[src/design/rdlp_pkg.sv]
package rdlp_pkg;

  localparam int unsigned COORD_WIDTH = 16;
  localparam int unsigned SIZE_W      = COORD_WIDTH - 1;
  localparam int unsigned EDGE_W      = COORD_WIDTH + 1;
  localparam int unsigned DIFF_W      = EDGE_W + 1;
  localparam int unsigned AREA_W      = 2 * SIZE_W;

  localparam int unsigned IN_BITS     = 4 * COORD_WIDTH + 4 * SIZE_W;
  localparam int unsigned IN_TDATA_W  = ((IN_BITS + 7) / 8) * 8;
  localparam int unsigned OUT_BITS    = 2 * EDGE_W + 2 * SIZE_W;
  localparam int unsigned OUT_TDATA_W = ((OUT_BITS + 7) / 8) * 8;
  localparam int unsigned PART_W      = 3;

  typedef enum logic [PART_W-1:0] {
    KEPT_NONE   = 3'd0,
    KEPT_TOP    = 3'd1,
    KEPT_BOTTOM = 3'd2,
    KEPT_LEFT   = 3'd3,
    KEPT_RIGHT  = 3'd4,
    KEPT_EMPTY  = 3'd5
  } part_e;

  // The first field sits in the lowest bits, so it is declared last.
  typedef struct packed {
    logic        [SIZE_W-1:0]      b_height;
    logic        [SIZE_W-1:0]      b_width;
    logic signed [COORD_WIDTH-1:0] b_top;
    logic signed [COORD_WIDTH-1:0] b_left;
    logic        [SIZE_W-1:0]      a_height;
    logic        [SIZE_W-1:0]      a_width;
    logic signed [COORD_WIDTH-1:0] a_top;
    logic signed [COORD_WIDTH-1:0] a_left;
  } rect_pair_t;

  typedef struct packed {
    part_e                    part_kept;
    logic        [SIZE_W-1:0] out_height;
    logic        [SIZE_W-1:0] out_width;
    logic signed [EDGE_W-1:0] out_top;
    logic signed [EDGE_W-1:0] out_left;
  } rect_res_t;

endpackage

[src/design/rdlp_core.sv]
module rdlp_core (
  input  rdlp_pkg::rect_pair_t pair_i,
  output rdlp_pkg::rect_res_t  res_o
);
  import rdlp_pkg::*;

  logic signed [EDGE_W-1:0] al, at, ar, ab, bl, bt, br, bb;
  logic signed [DIFF_W-1:0] d_top, d_bot, d_left, d_right;
  logic        [SIZE_W-1:0] s_top, s_bot, s_left, s_right;
  logic                     overlap, ct, cb, cl, cr, have;
  logic        [1:0]        best;
  logic        [3:0]        ok;
  logic        [AREA_W-1:0] val [4];

  always_comb begin
    al = {pair_i.a_left[COORD_WIDTH-1], pair_i.a_left};
    at = {pair_i.a_top[COORD_WIDTH-1], pair_i.a_top};
    bl = {pair_i.b_left[COORD_WIDTH-1], pair_i.b_left};
    bt = {pair_i.b_top[COORD_WIDTH-1], pair_i.b_top};
    ar = al + $signed({2'b00, pair_i.a_width});
    ab = at + $signed({2'b00, pair_i.a_height});
    br = bl + $signed({2'b00, pair_i.b_width});
    bb = bt + $signed({2'b00, pair_i.b_height});

    overlap = !(br <= al || bb <= at || bl >= ar || bt >= ab);
    ct = (bt > at) && (bt < ab);
    cb = (bb > at) && (bb < ab);
    cl = (bl > al) && (bl < ar);
    cr = (br > al) && (br < ar);
    ok = {cr, cl, cb, ct};

    // Every strip that qualifies is narrower than A, so its extent fits the size width.
    d_top   = {bt[EDGE_W-1], bt} - {at[EDGE_W-1], at};
    d_bot   = {ab[EDGE_W-1], ab} - {bb[EDGE_W-1], bb};
    d_left  = {bl[EDGE_W-1], bl} - {al[EDGE_W-1], al};
    d_right = {ar[EDGE_W-1], ar} - {br[EDGE_W-1], br};
    s_top   = d_top[SIZE_W-1:0];
    s_bot   = d_bot[SIZE_W-1:0];
    s_left  = d_left[SIZE_W-1:0];
    s_right = d_right[SIZE_W-1:0];

    if (ct && cb && !cl && !cr) begin
      val[0] = AREA_W'(s_top);
      val[1] = AREA_W'(s_bot);
      val[2] = '0;
      val[3] = '0;
    end else if (cl && cr && !ct && !cb) begin
      val[0] = '0;
      val[1] = '0;
      val[2] = AREA_W'(s_left);
      val[3] = AREA_W'(s_right);
    end else begin
      val[0] = pair_i.a_width * s_top;
      val[1] = pair_i.a_width * s_bot;
      val[2] = s_left * pair_i.a_height;
      val[3] = s_right * pair_i.a_height;
    end

    // Later candidates win ties, so the current best only holds when strictly larger.
    best = 2'd0;
    have = 1'b0;
    for (int i = 0; i < 4; i++) begin
      if (ok[i]) begin
        if (!have || !(val[best] > val[i])) begin
          best = 2'(i);
        end
        have = 1'b1;
      end
    end

    res_o.out_left   = al;
    res_o.out_top    = at;
    res_o.out_width  = pair_i.a_width;
    res_o.out_height = pair_i.a_height;
    res_o.part_kept  = KEPT_NONE;
    if (overlap) begin
      if (!have) begin
        res_o.out_width  = '0;
        res_o.out_height = '0;
        res_o.part_kept  = KEPT_EMPTY;
      end else begin
        case (best)
          2'd0: begin
            res_o.out_height = s_top;
            res_o.part_kept  = KEPT_TOP;
          end
          2'd1: begin
            res_o.out_top    = bb;
            res_o.out_height = s_bot;
            res_o.part_kept  = KEPT_BOTTOM;
          end
          2'd2: begin
            res_o.out_width  = s_left;
            res_o.part_kept  = KEPT_LEFT;
          end
          default: begin
            res_o.out_left   = br;
            res_o.out_width  = s_right;
            res_o.part_kept  = KEPT_RIGHT;
          end
        endcase
      end
    end
  end

endmodule

[src/design/rect_difference_largest_part.sv]
// Returns the largest axis-aligned part of rectangle A left uncovered by rectangle B, with a
// code saying which strip was kept. One request is taken every cycle while results drain; a
// result passes two registers: the input register takes the request at the accepting edge and
// the result register takes the result once it can advance, which back-pressure can delay.
// Between them is one combinational pass that forms the edges, four strip areas in parallel
// multipliers and a short compare chain. Back-pressure on the result side stalls the input
// register only when both registers are full.
module rect_difference_largest_part (
  input  logic                              clk_i,
  input  logic                              rst_ni,
  input  logic                              s_axis_tvalid_i,
  output logic                              s_axis_tready_o,
  // a_left, a_top, a_width, a_height, b_left, b_top, b_width, b_height, zero padding
  input  logic [rdlp_pkg::IN_TDATA_W-1:0]   s_axis_tdata_i,
  output logic                              m_axis_tvalid_o,
  input  logic                              m_axis_tready_i,
  // out_left, out_top, out_width, out_height
  output logic [rdlp_pkg::OUT_TDATA_W-1:0]  m_axis_tdata_o,
  // part_kept
  output logic [rdlp_pkg::PART_W-1:0]       m_axis_tuser_o
);
  import rdlp_pkg::*;

  logic       in_valid_q, in_valid_d;
  logic       out_valid_q, out_valid_d;
  logic       out_adv, in_adv;
  rect_pair_t in_q;
  rect_res_t  res_d, res_q;

  assign out_adv         = !out_valid_q || m_axis_tready_i;
  assign in_adv          = !in_valid_q || out_adv;
  assign s_axis_tready_o = in_adv;

  assign in_valid_d  = in_adv ? s_axis_tvalid_i : in_valid_q;
  assign out_valid_d = out_adv ? in_valid_q : out_valid_q;

  rdlp_core u_core (
    .pair_i (in_q),
    .res_o  (res_d)
  );

  always_ff @(posedge clk_i or negedge rst_ni) begin
    if (!rst_ni) begin
      in_valid_q  <= 1'b0;
      out_valid_q <= 1'b0;
    end else begin
      in_valid_q  <= in_valid_d;
      out_valid_q <= out_valid_d;
    end
  end

  always_ff @(posedge clk_i) begin
    if (in_adv && s_axis_tvalid_i) begin
      in_q <= rect_pair_t'(s_axis_tdata_i[IN_BITS-1:0]);
    end
    if (out_adv && in_valid_q) begin
      res_q <= res_d;
    end
  end

  assign m_axis_tvalid_o = out_valid_q;
  assign m_axis_tdata_o  = OUT_TDATA_W'(res_q[OUT_BITS-1:0]);
  assign m_axis_tuser_o  = res_q.part_kept;

`ifndef SYNTHESIS
  a_part_code_range: assert property (@(posedge clk_i) disable iff (!rst_ni)
    out_valid_q |-> (res_q.part_kept <= KEPT_EMPTY))
    else $error("result carries a part code beyond the empty code");

  a_empty_is_zero: assert property (@(posedge clk_i) disable iff (!rst_ni)
    (out_valid_q && res_q.part_kept == KEPT_EMPTY) |->
      (res_q.out_width == '0 && res_q.out_height == '0))
    else $error("empty result has a non-zero size");

  a_full_stall: assert property (@(posedge clk_i) disable iff (!rst_ni)
    (in_valid_q && out_valid_q && !m_axis_tready_i) |-> !s_axis_tready_o)
    else $error("request taken while both registers are held");

  a_accept_loads: assert property (@(posedge clk_i) disable iff (!rst_ni)
    (s_axis_tvalid_i && s_axis_tready_o) |=> in_valid_q)
    else $error("accepted request did not reach the input register");
`endif

endmodule

[config.mk]
export PLATFORM = sky130hd
export DESIGN_NAME = rect_difference_largest_part
export DESIGN_NICKNAME = d
export VERILOG_FILES = /design/src/design/rdlp_pkg.sv /design/src/design/rdlp_core.sv /design/src/design/rect_difference_largest_part.sv
export SDC_FILE = /design/constraint.sdc
export NUM_CORES = 2
export LEC_CHECK = 0
export BUFFER_PORTS_ARGS = -buffer_cell sky130_fd_sc_hd__buf_2
export CORE_ASPECT_RATIO = 0.6
export CORE_MARGIN = 5
export CORE_UTILIZATION = 46
export CTS_BUF_LIST = sky130_fd_sc_hd__clkbuf_4
export CTS_CLUSTER_DIAMETER = 40
export CTS_CLUSTER_SIZE = 16
export DETAILED_ROUTE_END_ITERATION = 10
export HOLD_SLACK_MARGIN = 0.15
export PLACE_DENSITY = 0.62
export SLEW_MARGIN = 30
export SYNTH_ARGS = -nofsm -noshare
export SYNTH_HDL_FRONTEND = slang
export SYNTH_HIERARCHICAL = 1
export SYNTH_SLANG_ARGS = --single-unit
[constraint.sdc]
create_clock -name clk_i -period 19.4 [get_ports clk_i]
set_clock_uncertainty 0.05 [all_clocks]
set_input_delay 3.88 -clock clk_i [delete_from_list [all_inputs] [get_ports clk_i]]
set_output_delay 3.88 -clock clk_i [all_outputs]
set_load 0.02 [all_outputs]
After elaboration in Yosys (flattened, before gate mapping)
Cells that the tools add are included.
- register bits after elaboration: 193
- output and inout port bits: 69
- input port bits: 132
- bitwise operators: 3
- $lt $le $gt $ge: 17
- reductions and logical operators: 36
- muxes and demuxes: 26
- add/sub/neg operators: 8
- eq/ne operators: 2
- multipliers: 4
- operator list (cell ; number):
    120-bit 2-to-1 mux ; 2
    30-bit binary-select mux with 2-bit select ; 2
    15-bit by 15-bit multiplier with 30-bit output ; 4
    30-bit 2-to-1 mux ; 4
    30-bit greater-than comparator ; 3
    16-bit by 16-bit adder with 17-bit output ; 4
    64-bit 2-to-1 mux ; 1
    15-bit case mux with 2 select lines ; 2
    15-bit subtractor ; 4
    16-bit by 17-bit greater-or-equal comparator with 1-bit output ; 2
    17-bit by 16-bit greater-than comparator with 1-bit output ; 2
    17-bit by 16-bit less-or-equal comparator with 1-bit output ; 2
    16-bit by 17-bit less-than comparator with 1-bit output ; 2
    17-bit less-than comparator ; 2
    17-bit 2-to-1 mux ; 2
    34-bit 2-to-1 mux ; 1
    33-bit 2-to-1 mux ; 1
    16-bit greater-than comparator ; 2
    1-bit logical AND ; 12
    1-bit zero test ; 12
    2-bit 2-to-1 mux ; 5
    3-bit case mux with 3 select lines ; 1
    1-bit logical OR ; 8
    3-bit greater-or-equal comparator (second input constant) ; 2
    8 further kinds ; 14

Logic depth before layout (Yosys ltp)
- depth in word-level cells: 36
- gate-level depth with buffers: 89
- depth with buffers taken out: 80

Hierarchy
Netlist, hierarchy kept.
- by module, submodules not included (module ; times used ; area an instance (um^2) ; sequential area each (um^2) ; cells an instance):
    rdlp_core ; 1 ; 42419.4 ; 0.0 ; 5216
    rect_difference_largest_part ; 1 ; 5839.4 ; 5785.5 ; 199

Worst setup path before layout
OpenSTA, ideal clock, no wires.
- path type: register -> register
- start: reg in_q[48] (netlist name)
- end: reg res_q, in the netlist m_axis_tdata_o[40] (data pin)
- arrival: 16.388 ns
- required time: 19.181 ns
- path buffers: 10
- stages on the path, launching flop included: 88
- setup slack: 2.792 ns
- clock period less this slack: 16.608 ns
- library setup time: 0.169 ns
- cells stage by stage: edfxtp_1 clkbuf_1 inv_1 fa_1 nor2b_1 o2111ai_1 and4_1 or3_1 a21oi_1 o21a_1 nor2_1 ha_1 clkbuf_1 nand2_1 a211oi_1 a21oi_1 a21oi_1 xor2_1 (+52 left out) a21o_1 a21o_1 a21o_1 a21o_1 a21o_1 a221oi_1 a22o_1 o21a_1 or2_2 ha_1 clkbuf_1 inv_1 nand2_1 clkbuf_1 a22oi_1 nor2_1 a21oi_1 o31ai_1
- RTL lines (what ; line ; RTL):
    from (decl) ; rect_difference_largest_part.sv:27 ; rect_pair_t in_q;
    from (signal assigned) ; rect_difference_largest_part.sv:54 ; in_q <= rect_pair_t'(s_axis_tdata_i[IN_BITS-1:0]);
    to (signal assigned) ; rect_difference_largest_part.sv:57 ; res_q <= res_d;
    to (decl) ; rect_difference_largest_part.sv:28 ; rect_res_t res_d, res_q;

==> results.cfg <==
[grt]
gr-total-overflow = 0
grt_usage = 0.286
antenna_found_initial = 4
grt_max_degree = 68
grt_pass1_wl_um = 243000
first_global_vias = 38900

[floorplanning]
placementRows = 92
chipHeight_um = 261
initial_core_util = 0.462
core_um2 = 105000
ios = 201
die-area_um2 = 112000
die_w_um = 428

[logic_synthesis]
syn_area_um2 = 48300
synthTopCellsByArea = fa_1 28%, ha_1 18%, edfxtp_1 12%
postSynthAreaPerCell_um2 = 8.91
synth_mux_area_frac = 0.0142
synth_simple_gate_area_frac = 0.170
postSynthNetCount = 6911
ys_types = 91
synth_compound_area_frac = 0.117
synth.top_cell.area_share = 0.280
ys_seq_area_frac = 0.120
synth_seq_cells = 193
synth.largest_area_cell = fa_1
synthAdderAreaFrac = 0.459
synth_warnings = 6
synthFlopType = edfxtp_1
synth_top_family_by_area = adder cells
synth.most_common_cell = inv_1
synthArstFlopShare = 0.0104
synth_xor_area_frac = 0.0355
synthCells = 5415
synthTopCellsByCount = 846 x inv_1, 740 x nand2_1, 688 x ha_1
synth_edf_count = 191

[critical_path]
critPathArrivalTime_ps = 19410
required_ps = 20140
critPathSlowestCell = a2111oi_0
cp_common_cell = a21o_1
r2r_start = in_q[16]
critPathKind = register to register
critPathLaunchType = register
critPathMaxStageDelay_ps = 760
cp_top_family = compound AO/OA/AOI/OAI gates
crit_path_start = in_q[16]
critPathMaxFanout = 17
ff2ff_setup_slack_ps = 720
cp.buffers_inverters = 8
endpoint_kind = register
r2r-end = m_axis_tdata_o[34]
reg2regPathDepth = 81

[finish]
post_route_cells_drive_above_1_share = 0.0883
instances_no_fill = 6996
area_delta_synth_final_pct = 7.77
layout.nets = 7067
fin_area_um2 = 52000

[run_status]
outcome = complete, no violations

[drt]
detail_route.wirelength_um = 159000
drt_iter0_drc = 3590
num_vias = 39600
drcViolationCount = 0
vias_per_cell = 5.66
antenna_left = 0
dr.pass1.iters = 6
routedWlPerCell_um = 22.7

[job]
cap_viol_max_count = 0

[cts]
cts_buffers = 17
clk_latency_ps = 930
h-tree-depth = 4
max-clock-path-buffers = 2
cts.sinks = 193
path_clk_slew_ps = 200
cts_tree = yes
clock-root-buffer = clkbuf_4

[timing]
worstMarginPinSlew_ps = 1050
max_freq_mhz = 53.5
setup_violations = 0
min_period_ps = 18680
relSlewSlack = 0.292
finalCritPeriodShare = 0.963
hold_viol = 0
setup_ws_ps = 723
slew_viol_final = 0

[hold_path]
whs_endpoint = m_axis_tvalid_o
hold_path_class = register to register
hp-start = in_valid_q
holdPathStages = 1

[placed_design]
dpl-instance-area_um2 = 51500
detailed_place_hpwl_um = 129000
routabilityCongestion = 0.971
io_buffers = 196
post-place-ws_ps = 191
dp.cells = 6951
[layout make-up]
class / instances / area, um2
Tap cell: 1410 / 1760
Multi-Input combinational cell: 4148 / 38600
Clock inverter: 14 / 186
Sequential cell: 193 / 5790
Inverter: 848 / 3190
Fill cell: 9983 / 52500
Antenna cell: 3 / 7.51
Clock buffer: 17 / 128
Timing Repair Buffer: 363 / 2320
[state kept, by name, indices dropped and copies added (netlist names)]
signal	count
m_axis_tvalid_o	1
in_valid_q	1
m_axis_tdata_o	64
m_axis_tuser_o	3
in_q	124
[worst max-delay path by stage]
stage | cells after the start | slack, ps | endpoint
floorplan | 87 | 2790 | m_axis_tdata_o[40]
global placement | 77 | 230 | m_axis_tdata_o[39]
detailed placement | 79 | 190 | m_axis_tdata_o[39]
CTS | 80 | 50 | m_axis_tdata_o[39]
global route | 84 | -10 | m_axis_tdata_o[48]
finish | 81 | 720 | m_axis_tdata_o[34]
[layer usage]
metal | vias to the layer above | global-route usage | wire length [um]
met5 | - | 0 | 0
li1 | 18100 | - | -
met1 | 19600 | 0.449 | 76700
met3 | 121 | 0.0830 | 18900
met4 | 0 | 0.0564 | 3230
met2 | 1839 | 0.383 | 59600
[metrics by stage]
stage / util / TNS, ps / hold slack [ps]
2_1_floorplan: - / 0 / 461
3_3_place_gp: 0.492 / 0 / 476
3_5_place_dp: 0.492 / 0 / 487
4_1_cts: 0.495 / 0 / 530
5_1_grt: 0.498 / -13.7 / 558
6_report: 0.498 / 0 / 524
[kinds of logic after synthesis]
kind of cell    after synthesis
compound gates              841
simple gates               1681
buf+inv                    1074
flops                       193
fa+ha+maj                  1365
xor+xnor                    194
mux                          67
[cells in the final DEF (no fill, tap or decap), drive strengths merged, types with 69 or more instances in the layout]
cell type	count
nor3	69
nor2	173
nor2b	88
inv	853
nand2	741
nand3	72
edfxtp	191
buf	363
a21oi	239
and2	339
xnor2	142
o21ai	118
fa	676
a21o	110
ha	688
[repair_timing]
action / CTS / global route
gates resized for setup: 0 / 24
hold buffers: 0 / 0
setup buffers: 0 / 9
setup endpoints to repair: 0 / 66
Power is not shown: default switching activity piles up to over one toggle a cycle in this logic, so the estimate is an artifact.
